**src/hdl/dds_register_word_formatter_unit_defines.svh**
```systemverilog
// Assertion macros used by the DDS register word formatter back end.
`ifndef DDS_REGISTER_WORD_FORMATTER_UNIT_DEFINES_SVH
`define DDS_REGISTER_WORD_FORMATTER_UNIT_DEFINES_SVH

// Same-cycle implication, checked only out of reset.
`define DDSFMT_ASSERT_IMP(lbl, ante, cons) \
  lbl: assert property (@(posedge clk) disable iff (!rst_n) (ante) |-> (cons)) \
    else $error("ddsfmt assertion failed");

// Next-cycle implication, checked only out of reset.
`define DDSFMT_ASSERT_NXT(lbl, ante, cons) \
  lbl: assert property (@(posedge clk) disable iff (!rst_n) (ante) |=> (cons)) \
    else $error("ddsfmt assertion failed");

`endif

```
**src/hdl/ddsfmt_pkg.sv**
```systemverilog
// Types, codes and constants of the DDS register word formatter.
`timescale 1ns / 1ps
`default_nettype none
package ddsfmt_pkg;

  localparam int DivSteps = 64;

  localparam logic [2:0] ACT_INIT     = 3'd0;
  localparam logic [2:0] ACT_FREQ     = 3'd1;
  localparam logic [2:0] ACT_CODE     = 3'd2;
  localparam logic [2:0] ACT_MV       = 3'd3;
  localparam logic [2:0] ACT_PHASE    = 3'd4;
  localparam logic [2:0] ACT_COMBINED = 3'd5;

  localparam logic [1:0] CFG_REF_CLK  = 2'd0;
  localparam logic [1:0] CFG_PLL_MULT = 2'd1;
  localparam logic [1:0] CFG_MAX_CODE = 2'd2;
  localparam logic [1:0] CFG_FULL_MV  = 2'd3;

  localparam logic [2:0] ADDR_CFR1  = 3'h0;
  localparam logic [2:0] ADDR_CFR2  = 3'h1;
  localparam logic [2:0] ADDR_AMP   = 3'h2;
  localparam logic [2:0] ADDR_FREQ  = 3'h4;
  localparam logic [2:0] ADDR_PHASE = 3'h5;

  localparam logic [31:0] CFR1_WORD    = 32'h0200_0000;
  localparam logic [2:0]  CFR2_LOW     = 3'h7;
  localparam logic [15:0] PHASE_MAX    = 16'h3FFF;
  localparam logic [33:0] SYSCLK_MAX   = 34'd400000000;
  localparam logic [4:0]  PLL_MIN      = 5'd4;
  localparam logic [4:0]  PLL_MAX      = 5'd20;

  localparam logic [28:0] RST_REF_CLK  = 29'd25000000;
  localparam logic [4:0]  RST_PLL_MULT = 5'd16;
  localparam logic [13:0] RST_MAX_CODE = 14'd16383;
  localparam logic [15:0] RST_FULL_MV  = 16'd500;

  typedef enum logic [3:0] {
    OP_INIT1, OP_INIT2, OP_FREQ, OP_FREQC, OP_CODE,
    OP_MV, OP_PHASE, OP_PHASE0, OP_BAD
  } op_t;

  typedef struct packed {
    op_t         op;
    logic [31:0] freq;
    logic [15:0] amp;
    logic [15:0] phase;
  } cmd_t;

  typedef struct packed {
    logic [2:0]  register_address;
    logic [31:0] register_data;
    logic [2:0]  byte_count;
    logic        apply_update;
    logic        accepted;
    logic        last;
  } frame_t;

  typedef struct packed {
    logic        start;
    logic [63:0] dividend;
    logic [33:0] divisor;
  } div_req_t;

  typedef struct packed {
    logic        done;
    logic [63:0] quot;
    logic [33:0] rem;
  } div_rsp_t;

endpackage
`default_nettype wire

```
**src/hdl/ddsfmt_front.sv**
```systemverilog
// Front end: accepts commands, classifies the action, queues them.
`timescale 1ns / 1ps
`default_nettype none
module ddsfmt_front import ddsfmt_pkg::*; (
  input  wire logic        clk,
  input  wire logic        rst_n,
  input  wire logic        in_valid,
  output logic             in_ready,
  input  wire logic [2:0]  in_action,
  input  wire logic [31:0] in_frequency_value,
  input  wire logic [15:0] in_amplitude_value,
  input  wire logic [15:0] in_phase_value,
  output logic             cmd_valid,
  input  wire logic        cmd_ready,
  output cmd_t             cmd
);

  cmd_t       q_r [2];
  logic       wr_ptr_r, rd_ptr_r;
  logic [1:0] cnt_r;
  logic       push, pop;
  op_t        op_cls;

  always_comb begin
    unique case (in_action)
      ACT_INIT:     op_cls = OP_INIT1;
      ACT_FREQ:     op_cls = OP_FREQ;
      ACT_CODE:     op_cls = OP_CODE;
      ACT_MV:       op_cls = OP_MV;
      ACT_PHASE:    op_cls = OP_PHASE;
      ACT_COMBINED: op_cls = OP_PHASE0;
      default:      op_cls = OP_BAD;
    endcase
  end

  assign in_ready  = (cnt_r != 2'd2);
  assign cmd_valid = (cnt_r != 2'd0);
  assign cmd       = q_r[rd_ptr_r];
  assign push      = in_valid && in_ready;
  assign pop       = cmd_valid && cmd_ready;

  always_ff @(posedge clk) begin
    if (push) begin
      q_r[wr_ptr_r] <= '{op: op_cls, freq: in_frequency_value,
                         amp: in_amplitude_value, phase: in_phase_value};
    end
  end

  always_ff @(posedge clk) begin
    if (!rst_n) begin
      wr_ptr_r <= 1'b0;
      rd_ptr_r <= 1'b0;
      cnt_r    <= 2'd0;
    end else begin
      if (push) wr_ptr_r <= ~wr_ptr_r;
      if (pop)  rd_ptr_r <= ~rd_ptr_r;
      if (push && !pop)      cnt_r <= cnt_r + 2'd1;
      else if (pop && !push) cnt_r <= cnt_r - 2'd1;
    end
  end

endmodule
`default_nettype wire

```
**src/hdl/ddsfmt_div.sv**
```systemverilog
// Restoring divider, one quotient bit per cycle.
`timescale 1ns / 1ps
`default_nettype none
module ddsfmt_div import ddsfmt_pkg::*; (
  input  wire logic clk,
  input  wire logic rst_n,
  input  div_req_t  req,
  output div_rsp_t  rsp
);

  logic        busy_r, done_r;
  logic [5:0]  cnt_r;
  logic [63:0] dvd_r;
  logic [33:0] dvs_r, rem_r;
  logic [34:0] trial;
  logic        ge;
  logic [33:0] rem_nxt;

  assign trial   = {rem_r, dvd_r[63]};
  assign ge      = trial >= {1'b0, dvs_r};
  assign rem_nxt = ge ? 34'(trial - {1'b0, dvs_r}) : trial[33:0];

  always_ff @(posedge clk) begin
    if (req.start) begin
      dvd_r <= req.dividend;
      dvs_r <= req.divisor;
      rem_r <= '0;
    end else if (busy_r) begin
      rem_r <= rem_nxt;
      dvd_r <= {dvd_r[62:0], ge};
    end
  end

  always_ff @(posedge clk) begin
    if (!rst_n) begin
      busy_r <= 1'b0;
      done_r <= 1'b0;
      cnt_r  <= '0;
    end else begin
      done_r <= 1'b0;
      if (req.start) begin
        busy_r <= 1'b1;
        cnt_r  <= 6'(DivSteps - 1);
      end else if (busy_r) begin
        cnt_r <= cnt_r - 6'd1;
        if (cnt_r == 6'd0) begin
          busy_r <= 1'b0;
          done_r <= 1'b1;
        end
      end
    end
  end

  assign rsp = '{done: done_r, quot: dvd_r, rem: rem_r};

endmodule
`default_nettype wire

```
**src/hdl/ddsfmt_back.sv**
```systemverilog
// Back end: configuration registers, frame sequencer and output register.
`timescale 1ns / 1ps
`default_nettype none
`include "dds_register_word_formatter_unit_defines.svh"
module ddsfmt_back import ddsfmt_pkg::*; (
  input  wire logic        clk,
  input  wire logic        rst_n,
  input  wire logic        cfg_we,
  input  wire logic [1:0]  cfg_index,
  input  wire logic [28:0] cfg_data,
  input  wire logic        cmd_valid,
  output logic             cmd_ready,
  input  cmd_t             cmd,
  output div_req_t         div_req,
  input  div_rsp_t         div_rsp,
  output logic             out_valid,
  input  wire logic        out_ready,
  output frame_t           out_frame
);

  typedef enum logic [4:0] {
    S_IDLE = 5'b00001,
    S_PREP = 5'b00010,
    S_PLAN = 5'b00100,
    S_DIV  = 5'b01000,
    S_EMIT = 5'b10000
  } state_t;

  localparam frame_t REJECT = '{register_address: 3'h0, register_data: 32'h0,
                                byte_count: 3'd0, apply_update: 1'b0,
                                accepted: 1'b0, last: 1'b1};

  state_t      state_r, state_nxt;
  logic [28:0] ref_r;
  logic [4:0]  pll_r;
  logic [13:0] max_r;
  logic [15:0] fs_r;
  logic [33:0] sysclk_r;
  logic [29:0] prod_r;
  op_t         op_r, op_nxt;
  logic [31:0] f_r;
  logic [15:0] amp_r, ph_r;
  frame_t      frm_r, frm_nxt;
  frame_t      out_frm_r;
  logic        out_valid_r;
  logic        out_load;
  logic [32:0] half;
  logic [34:0] rnd_sum;
  logic        rnd_up;
  logic [30:0] mv_num;

  always_ff @(posedge clk) begin
    if (!rst_n) begin
      ref_r <= RST_REF_CLK;
      pll_r <= RST_PLL_MULT;
      max_r <= RST_MAX_CODE;
      fs_r  <= RST_FULL_MV;
    end else if (cfg_we) begin
      unique case (cfg_index)
        CFG_REF_CLK:  ref_r <= cfg_data;
        CFG_PLL_MULT: pll_r <= cfg_data[4:0];
        CFG_MAX_CODE: max_r <= cfg_data[13:0];
        CFG_FULL_MV:  fs_r  <= cfg_data[15:0];
      endcase
    end
  end

  // System clock and mV product, each one multiply behind a register.
  always_ff @(posedge clk) begin
    sysclk_r <= 34'(ref_r) * 34'(pll_r);
    prod_r   <= 30'(amp_r) * 30'(max_r);
  end

  assign half    = sysclk_r[33:1];
  assign rnd_sum = {1'b0, div_rsp.rem} + {2'b0, half};
  assign rnd_up  = rnd_sum >= {1'b0, sysclk_r};
  assign mv_num  = {1'b0, prod_r} + {16'b0, fs_r[15:1]};

  assign cmd_ready = (state_r == S_IDLE);
  assign out_load  = (state_r == S_EMIT) && (!out_valid_r || out_ready);

  always_comb begin
    state_nxt        = state_r;
    op_nxt           = op_r;
    frm_nxt          = frm_r;
    div_req.start    = 1'b0;
    div_req.dividend = '0;
    div_req.divisor  = sysclk_r;
    unique case (state_r)
      S_IDLE: begin
        if (cmd_valid) begin
          op_nxt    = cmd.op;
          state_nxt = S_PREP;
        end
      end
      S_PREP: state_nxt = S_PLAN;
      S_PLAN: begin
        state_nxt = S_EMIT;
        frm_nxt   = REJECT;
        unique case (op_r)
          OP_INIT1: begin
            if (!(pll_r < PLL_MIN || pll_r > PLL_MAX || sysclk_r > SYSCLK_MAX)) begin
              frm_nxt = '{ADDR_CFR1, CFR1_WORD, 3'd4, 1'b0, 1'b1, 1'b0};
            end
          end
          OP_INIT2: frm_nxt = '{ADDR_CFR2, {24'b0, pll_r, CFR2_LOW}, 3'd3, 1'b1, 1'b1, 1'b1};
          OP_FREQ, OP_FREQC: begin
            if ({1'b0, f_r} < half) begin
              div_req.start    = 1'b1;
              div_req.dividend = {f_r, 32'b0};
              state_nxt        = S_DIV;
            end
          end
          OP_CODE: begin
            if (amp_r <= {2'b0, max_r}) begin
              frm_nxt = '{ADDR_AMP, {16'b0, amp_r}, 3'd2, 1'b1, 1'b1, 1'b1};
            end
          end
          OP_MV: begin
            if (amp_r <= fs_r) begin
              if (fs_r == 16'd0) begin
                frm_nxt = '{ADDR_AMP, 32'h0, 3'd2, 1'b1, 1'b1, 1'b1};
              end else begin
                div_req.start    = 1'b1;
                div_req.dividend = {33'b0, mv_num};
                div_req.divisor  = {18'b0, fs_r};
                state_nxt        = S_DIV;
              end
            end
          end
          OP_PHASE: begin
            if (ph_r <= PHASE_MAX) begin
              frm_nxt = '{ADDR_PHASE, {16'b0, ph_r}, 3'd2, 1'b1, 1'b1, 1'b1};
            end
          end
          OP_PHASE0: frm_nxt = '{ADDR_PHASE, 32'h0, 3'd2, 1'b1, 1'b1, 1'b0};
          default:   frm_nxt = REJECT;
        endcase
      end
      S_DIV: begin
        if (div_rsp.done) begin
          state_nxt = S_EMIT;
          if (op_r == OP_MV) begin
            frm_nxt = '{ADDR_AMP, {18'b0, div_rsp.quot[13:0]}, 3'd2, 1'b1, 1'b1, 1'b1};
          end else begin
            frm_nxt = '{ADDR_FREQ, 32'(div_rsp.quot[31:0] + {31'b0, rnd_up}),
                        3'd4, 1'b1, 1'b1, (op_r == OP_FREQ)};
          end
        end
      end
      S_EMIT: begin
        if (out_load) begin
          if (frm_r.last) begin
            state_nxt = S_IDLE;
          end else begin
            state_nxt = S_PLAN;
            unique case (op_r)
              OP_INIT1:  op_nxt = OP_INIT2;
              OP_PHASE0: op_nxt = OP_FREQC;
              OP_FREQC:  op_nxt = OP_MV;
              default:   op_nxt = OP_BAD;
            endcase
          end
        end
      end
      default: state_nxt = S_IDLE;
    endcase
  end

  always_ff @(posedge clk) begin
    if (state_r == S_IDLE && cmd_valid) begin
      f_r   <= cmd.freq;
      amp_r <= cmd.amp;
      ph_r  <= cmd.phase;
    end
    op_r  <= op_nxt;
    frm_r <= frm_nxt;
    if (out_load) out_frm_r <= frm_r;
  end

  always_ff @(posedge clk) begin
    if (!rst_n) begin
      state_r     <= S_IDLE;
      out_valid_r <= 1'b0;
    end else begin
      state_r <= state_nxt;
      if (out_load)       out_valid_r <= 1'b1;
      else if (out_ready) out_valid_r <= 1'b0;
    end
  end

  assign out_valid = out_valid_r;
  assign out_frame = out_frm_r;

  `DDSFMT_ASSERT_IMP(a_reject_is_last, out_valid_r && !out_frm_r.accepted, out_frm_r.last)
  `DDSFMT_ASSERT_IMP(a_frame_has_bytes, out_valid_r && out_frm_r.accepted, out_frm_r.byte_count != 3'd0)
  `DDSFMT_ASSERT_NXT(a_div_start_waits, div_req.start, state_r == S_DIV)

endmodule
`default_nettype wire

```
**src/hdl/dds_register_word_formatter_unit.sv**
```systemverilog
// Path: a request leaves the queue only while the back end is idle, then passes the
// prepare and plan states to the emit state and the output register; a tuning word or
// mV scaling first runs a 64-step divide in the shared radix-2 divider. Each further
// frame of a request returns from emit to plan. No new request is taken until the last
// frame is loaded; a 2-entry queue buffers requests.
// Reset: synchronous, active low; config registers return to defaults, queue empties.
`timescale 1ns / 1ps
`default_nettype none
module dds_register_word_formatter_unit import ddsfmt_pkg::*; (
  input  wire logic        clk,
  input  wire logic        rst_n,
  input  wire logic        cfg_we,
  input  wire logic [1:0]  cfg_index,
  input  wire logic [28:0] cfg_data,
  input  wire logic        in_valid,
  output logic             in_ready,
  input  wire logic [2:0]  in_action,
  input  wire logic [31:0] in_frequency_value,
  input  wire logic [15:0] in_amplitude_value,
  input  wire logic [15:0] in_phase_value,
  output logic             out_valid,
  input  wire logic        out_ready,
  output logic [2:0]       out_register_address,
  output logic [31:0]      out_register_data,
  output logic [2:0]       out_byte_count,
  output logic             out_apply_update,
  output logic             out_accepted,
  output logic             out_last
);

  logic     cmd_valid, cmd_ready;
  cmd_t     cmd;
  div_req_t div_req;
  div_rsp_t div_rsp;
  frame_t   out_frame;

  ddsfmt_front u_front (
    .clk, .rst_n, .in_valid, .in_ready, .in_action, .in_frequency_value,
    .in_amplitude_value, .in_phase_value, .cmd_valid, .cmd_ready, .cmd
  );

  ddsfmt_div u_div (.clk, .rst_n, .req(div_req), .rsp(div_rsp));

  ddsfmt_back u_back (
    .clk, .rst_n, .cfg_we, .cfg_index, .cfg_data, .cmd_valid, .cmd_ready, .cmd,
    .div_req, .div_rsp, .out_valid, .out_ready, .out_frame
  );

  assign out_register_address = out_frame.register_address;
  assign out_register_data    = out_frame.register_data;
  assign out_byte_count       = out_frame.byte_count;
  assign out_apply_update     = out_frame.apply_update;
  assign out_accepted         = out_frame.accepted;
  assign out_last             = out_frame.last;

endmodule
`default_nettype wire

```
**config.mk**
```make
export PLATFORM = sky130hd
export DESIGN_NAME = dds_register_word_formatter_unit
export DESIGN_NICKNAME = d
export VERILOG_FILES = /design/src/hdl/ddsfmt_pkg.sv /design/src/hdl/ddsfmt_front.sv /design/src/hdl/ddsfmt_div.sv /design/src/hdl/ddsfmt_back.sv /design/src/hdl/dds_register_word_formatter_unit.sv
export VERILOG_INCLUDE_DIRS = /design/src /design/src/hdl
export SDC_FILE = /design/constraint.sdc
export NUM_CORES = 2
export LEC_CHECK = 0
export BUFFER_PORTS_ARGS = -buffer_cell sky130_fd_sc_hd__buf_2
export CAP_MARGIN = 10
export CORE_MARGIN = 4
export CORE_UTILIZATION = 40
export DETAILED_ROUTE_END_ITERATION = 10
export PLACE_DENSITY = 0.54
export RECOVER_POWER = 100
export SETUP_SLACK_MARGIN = 0.5
export SLEW_MARGIN = 20
export SYNTH_ARGS = -nofsm -noshare
export SYNTH_HDL_FRONTEND = slang
export SYNTH_SLANG_ARGS = --single-unit
```
**constraint.sdc**
```tcl
create_clock -name clk -period 7.63 [get_ports clk]
set_clock_uncertainty 0.15 [all_clocks]
set_input_delay 0.3815 -clock clk [delete_from_list [all_inputs] [get_ports clk]]
set_output_delay 0.3815 -clock clk [all_outputs]
set_load 0.02 [all_outputs]
```
# Word-level counts from Yosys, hierarchy flattened
# Memory sizes are Yosys's and may differ from the RTL's. A register that Yosys moved wholly into a read port is not among the register bits.
# Cells that the tools add are included.
[op_classes] n_shift=0 n_eq_ne=25 n_lt_le_gt_ge=9 div_mod_pow=0 muxes=47 n_reduce_logical=31 n_addsub=7 n_bitwise=4 multipliers=2
[op_table] operator="99-bit two-way mux" n=3
[op_table] operator="41-bit case mux with 6 select lines" n=1
[op_table] operator="65-bit case mux with 2 select lines" n=1
[op_table] operator="64-bit two-way mux" n=2
[op_table] operator="41-bit two-way mux" n=3
[op_table] operator="40-bit two-way mux" n=3
[op_table] operator="41-bit case mux with 2 select lines" n=1
[op_table] operator="35-bit by 34-bit greater-or-equal comparator with 1-bit output" n=2
[op_table] operator="34-bit two-way mux" n=2
[op_table] operator="65-bit two-way mux" n=1
[op_table] operator="34-bit by 33-bit adder with 35-bit output" n=1
[op_table] operator="34-bit by 29-bit greater-than comparator with 1-bit output, second input constant" n=1
[op_table] operator="29-bit by 5-bit multiplier with 34-bit output" n=1
[op_table] operator="34-bit subtractor" n=1
[op_table] operator="32-bit by 33-bit less-than comparator with 1-bit output" n=1
[op_table] operator="32-bit by 1-bit adder with 32-bit output" n=1
[op_table] operator="32-bit two-way mux" n=1
[op_table] operator="30-bit by 15-bit adder with 31-bit output" n=1
[op_table] operator="16-bit by 14-bit multiplier with 30-bit output" n=1
[op_table] operator="5-bit two-way mux" n=6
[op_table] operator="5-bit case mux with 5 select lines" n=1
[op_table] operator="4-bit case mux with 6 select lines" n=1
[op_table] operator="4-bit by 3-bit equality test with 1-bit output, second input constant" n=4
[op_table] operator="16-bit by 14-bit less-or-equal comparator with 1-bit output" n=1
[op_table] operator="other kinds (44)" n=84
[word_totals] elab_cells=159 inputBits=103 latch_bits=0 regBits=428 out_inout_bits=43 ram_bits=136 mem_count=1 mem_bits_ro=0
[mem_list] memory="u_front.q_r" words=2 word_bits=68 read_ports=1 rd_ports_with_merged_regs=1 wr=1 line="ddsfmt_front.sv:18" rtl="cmd_t q_r [2];"

# Logic depth before layout (Yosys ltp)
[depth] depth_word=6 ltp_mapped=29 ltp_nobuf=28

# By module
# A second synthesis with hierarchy kept.
[hier_totals] hier_cells=3850 hier_area_um2=40096.0
[by_module_without_submodules] mod="ddsfmt_back" area_per_inst_um2=26987.1 cells_per_inst=2893 n_inst=1
[by_module_without_submodules] mod="ddsfmt_div" area_per_inst_um2=7820.0 cells_per_inst=712 n_inst=1
[by_module_without_submodules] mod="ddsfmt_front" area_per_inst_um2=5288.8 cells_per_inst=245 n_inst=1

# Worst setup path before layout
# No wires, ideal clock.
[synth_path] path_kind="register -> register" start="reg u_back.amp_r[6]" end="reg u_back.prod_r[19]" slack_ps=1623 stages_incl_launch_ff=23 period_less_slack_ps=6007 setup_ps=72 n_path_buf=1 arrival_time_ps=5785 path_cell_list="edfxtp_1 clkbuf_1 and2_1 fa_1 inv_1 fa_1 inv_1 fa_1 inv_1 fa_1 fa_1 inv_1 fa_1 ha_1 and4_1 o2bb2ai_1 a21oi_1 o21a_1 a21boi_0 o41ai_1 o21bai_1 a21oi_1 xnor2_1"
[synth_between] elab_chain_cells=1
[synth_lines] item="start, declared" line="ddsfmt_back.sv:42" rtl="logic [15:0] amp_r, ph_r;"
[synth_lines] item="start signal, assigned" line="ddsfmt_back.sv:173" rtl="amp_r <= cmd.amp;"
[synth_lines] item="16-bit by 14-bit multiplier with 30-bit output" line="ddsfmt_back.sv:71" rtl="prod_r <= 30'(amp_r) * 30'(max_r);"
[synth_lines] item="end signal, assigned" line="ddsfmt_back.sv:71"
[synth_lines] item="end, declared" line="ddsfmt_back.sv:39" rtl="logic [29:0] prod_r;"
# Every way passes these cells.
# A chain may end at the register's enable or synchronous reset.

# Worst setup path after layout
[layout_path] start="reg u_back.amp_r[15]" end="reg u_div.dvd_r[45], data pin"
[layout_between] elab_chain_cells=5
[layout_lines] item="16-bit less-or-equal comparator" line="ddsfmt_back.sv:120" rtl="if (amp_r <= fs_r) begin"
[layout_lines] item="99-bit two-way mux" line="ddsfmt_back.sv:120"
[layout_lines] item="65-bit case mux with 2 select lines" line="ddsfmt_back.sv:100" rtl="unique case (op_r)"
[layout_lines] item="99-bit two-way mux" line="ddsfmt_back.sv:89" rtl="unique case (state_r)"
[layout_lines] item="64-bit two-way mux" line="ddsfmt_div.sv:24" rtl="if (req.start) begin"
[layout_lines] item="end signal, assigned" line="ddsfmt_div.sv:25" rtl="dvd_r <= req.dividend;"
[layout_lines] item="end signal, assigned" line="ddsfmt_div.sv:30" rtl="dvd_r <= {dvd_r[62:0], ge};"
[layout_lines] item="end, declared" line="ddsfmt_div.sv:13" rtl="logic [63:0] dvd_r;"
# Every way passes these cells.

==> results.ini <==
[outcome]
run_status=finished, violations left
violations=capacitance limit, slew limit

[sta]
slew_headroom_pct=-192
min_period_ns=6.97
hold_viol_final=0
fin_hold_ws_ns=0.105
max_slew.worst_pin.slew_ns=4.39
fmax_mhz=143
finalSetupViolCount=0
drv_slew=431
finalSetupTns_ns=0
post-route-period-util_pct=91.4
rsz0062_at_grt=false

[final_layout]
drive_gt1_share_pct=6.35
multiInputGateArea_mm2=0.0218
final_cell_mix=nand2_1, inv_1, edfxtp_1
fin_nets=4682
area_growth_pct=13.2
regArea_mm2=0.0152
final_util_pct=45.7
num-fill-cells=9280
fin_area_mm2=0.0441
layout_commonest_cell=nand2_1
antennaDiodeCount=0

[placement]
io_buffers=145
place_congestion=0.883
post-dp-hpwl_um=81300
placed_cell_area_mm2=0.0412

[floorplan]
die_x_um=320
design.core.area_mm2=0.0967
start_util_pct=40.3
num_io_pins=146
die-area_mm2=0.103
dieHeight_um=320
num_rows=114

[detailed_routing]
vias=28300
viasPerCell=5.31
drtAntennaViolNets=0
first_pass_iters=6
wl_um=107000
drc_errors=0
drtIter0Drc=2067
post_drt_wl_per_cell_um=20.1

[cts]
ctsHoldBuffers=98
clock_path_buffers=3
insertion_delay_ns=0.63
cts_buffers=68
clock_sinks=565
cts_tree=done
cts_max_level=3
post-cts-setup-buffers=0
cts_root_buf=clkbuf_16
clk_pin_slew_ns=0.06
ctsResizeCount=0

[global_route]
antenna_found_initial=2
groute.usage.overall_pct=20.7
gr-total-overflow=0
grt_pass1_vias=27500
grt_pass1_wl_um=166000
grt_max_degree=83

[worst_setup_path]
critPathKind=reg2reg
worstPathArrival_ns=7.30
endpoint_kind=flip-flop
reg2regPathDepth=13
critPathMaxFanout=58
r2r-start=u_back.amp_r[15]$_DFFE_PP_
worstReg2RegEnd=u_div.dvd_r[45]$_DFFE_PP_
critPathRequiredTime_ns=7.96
cp-start-kind=flip-flop
r2r_slack_ns=0.66

[logic_synthesis]
synth-seq-cells=565
post-synth-top-area-fraction_pct=29.6
yosysSeqAreaShare_pct=38.8
synth_flop_cell=edfxtp_1
yosysTopAreaCell=edfxtp_1
synth_warnings=0
synth_area_mm2=0.0390
synth_edf_count=384
synth_fp_nets=4468
synth_area_leaders=edfxtp_1, fa_1, ha_1, dfxtp_1, nand2_1
ys_types=80
synthesis.instances=3783
avgSynthCellArea_um2=10.3
async_flop_share_pct=0

[job]
drv_cap=11

[min_path]
min_from=in_valid
hold_path_depth=4
holdPathEnd=u_front.wr_ptr_r$_SDFFE_PN0P_
hold_path_class=in2reg

-- Yosys cell counts (all sizes together) (31+ instances only) --
library cell and instances:
inv 406, xnor2 113, clkbuf 107, ha 333, a21o 90, nand2 469, mux2 65, o21ai 145
buf 31, mux2i 37, and3 39, xor2 62, nor2 165, and2 158, a21boi 43, dfxtp 181
nor3 33, edfxtp 384, nand3 82, a21oi 167, o211ai 31, nand4 35, fa 249
-- metrics by stage --
step | cells | setup slack, ns
3_3_place_gp | 5105 | 1.13
2_1_floorplan | 3783 | 1.62
6_report | 5325 | 0.657
3_5_place_dp | 5105 | 1.06
4_1_cts | 5325 | 1.05
5_1_grt | 5325 | 0.320
-- per-layer routing --
layer | GRT usage [%] | vias up | wire length [µm]
li1 | - | 13600 | -
met1 | 32.5 | 13900 | 54100
met2 | 29.8 | 728 | 44300
met3 | 3.92 | 86 | 7320
met4 | 3.94 | 0 | 1470
met5 | 0 | - | 0
-- final cells by class --
class	count	share of cell area, %
clock inverters	38	0.935
inverters	406	3.45
clock buffers	84	4.08
flip-flops and latches	565	34.3
well taps	1276	3.62
repair buffers	282	4.15
multi-input cells	2674	49.4
-- worst max-delay path, stage by stage, from the launching register on --
cell	delay, ns
edfxtp_1	0.80
clkbuf_1	0.42
ha_1	0.23
and4_1	0.23
nand2_1	0.10
nor4_1	0.60
o21ai_0	0.41
nor2_4	0.15
clkbuf_1	1.89
nor2_4	0.10
inv_1	0.92
buf_4	0.54
nand3_1	0.14
nand2_1	0.10
-- logic make-up after synthesis --
kind of cell	share of synthesized area, %
and+or+nand+nor	13.7
AOI/OAI and AO/OA	12.0
adders and majority gates	23.5
DFF	38.8
buffers and inverters	5.30
xor gates and xnor gates	3.93
muxes	2.83
-- flip-flops by register name (all words and copies together) (netlist names), named ones only --
| name | count |
|---|---|
| u_front.q_r | 136 |
| u_div.dvd_r | 64 |
| u_back.frm_r | 41 |
| u_back.out_frame | 41 |
| u_back.sysclk_r | 34 |
| u_div.dvs_r | 34 |
| u_div.rem_r | 34 |
| u_back.f_r | 32 |
| u_back.prod_r | 30 |
| u_back.ref_r | 29 |
| u_back.amp_r | 16 |
| u_back.fs_r | 16 |
| u_back.ph_r | 16 |
| u_back.max_r | 14 |
| u_div.cnt_r | 6 |
| u_back.pll_r | 5 |
| u_back.state_r | 5 |
| u_back.op_r | 4 |
| u_front.cnt_r | 2 |
| u_back.out_valid | 1 |
| u_div.busy_r | 1 |
| u_div.done_r | 1 |
| u_front.rd_ptr_r | 1 |
| u_front.wr_ptr_r | 1 |
-- worst max path at each step --
stage | startpoint | end | cells past startpoint
final | u_back.amp_r[15]$_DFFE_PP_ | u_div.dvd_r[45]$_DFFE_PP_ | 13
after global routing | u_back.amp_r[15]$_DFFE_PP_ | u_div.dvd_r[54]$_DFFE_PP_ | 13
after CTS | u_back.amp_r[6]$_DFFE_PP_ | u_back.prod_r[19]$_DFF_P_ | 21
after detailed placement | u_back.amp_r[6]$_DFFE_PP_ | u_back.prod_r[19]$_DFF_P_ | 21
after global placement | u_back.amp_r[6]$_DFFE_PP_ | u_back.prod_r[29]$_DFF_P_ | 21
after floorplan | u_back.amp_r[6]$_DFFE_PP_ | u_back.prod_r[19]$_DFF_P_ | 22
Power is left out: the tool's default activity adds up to more than one toggle a clock period on the data nets, which glitch-free logic cannot reach.
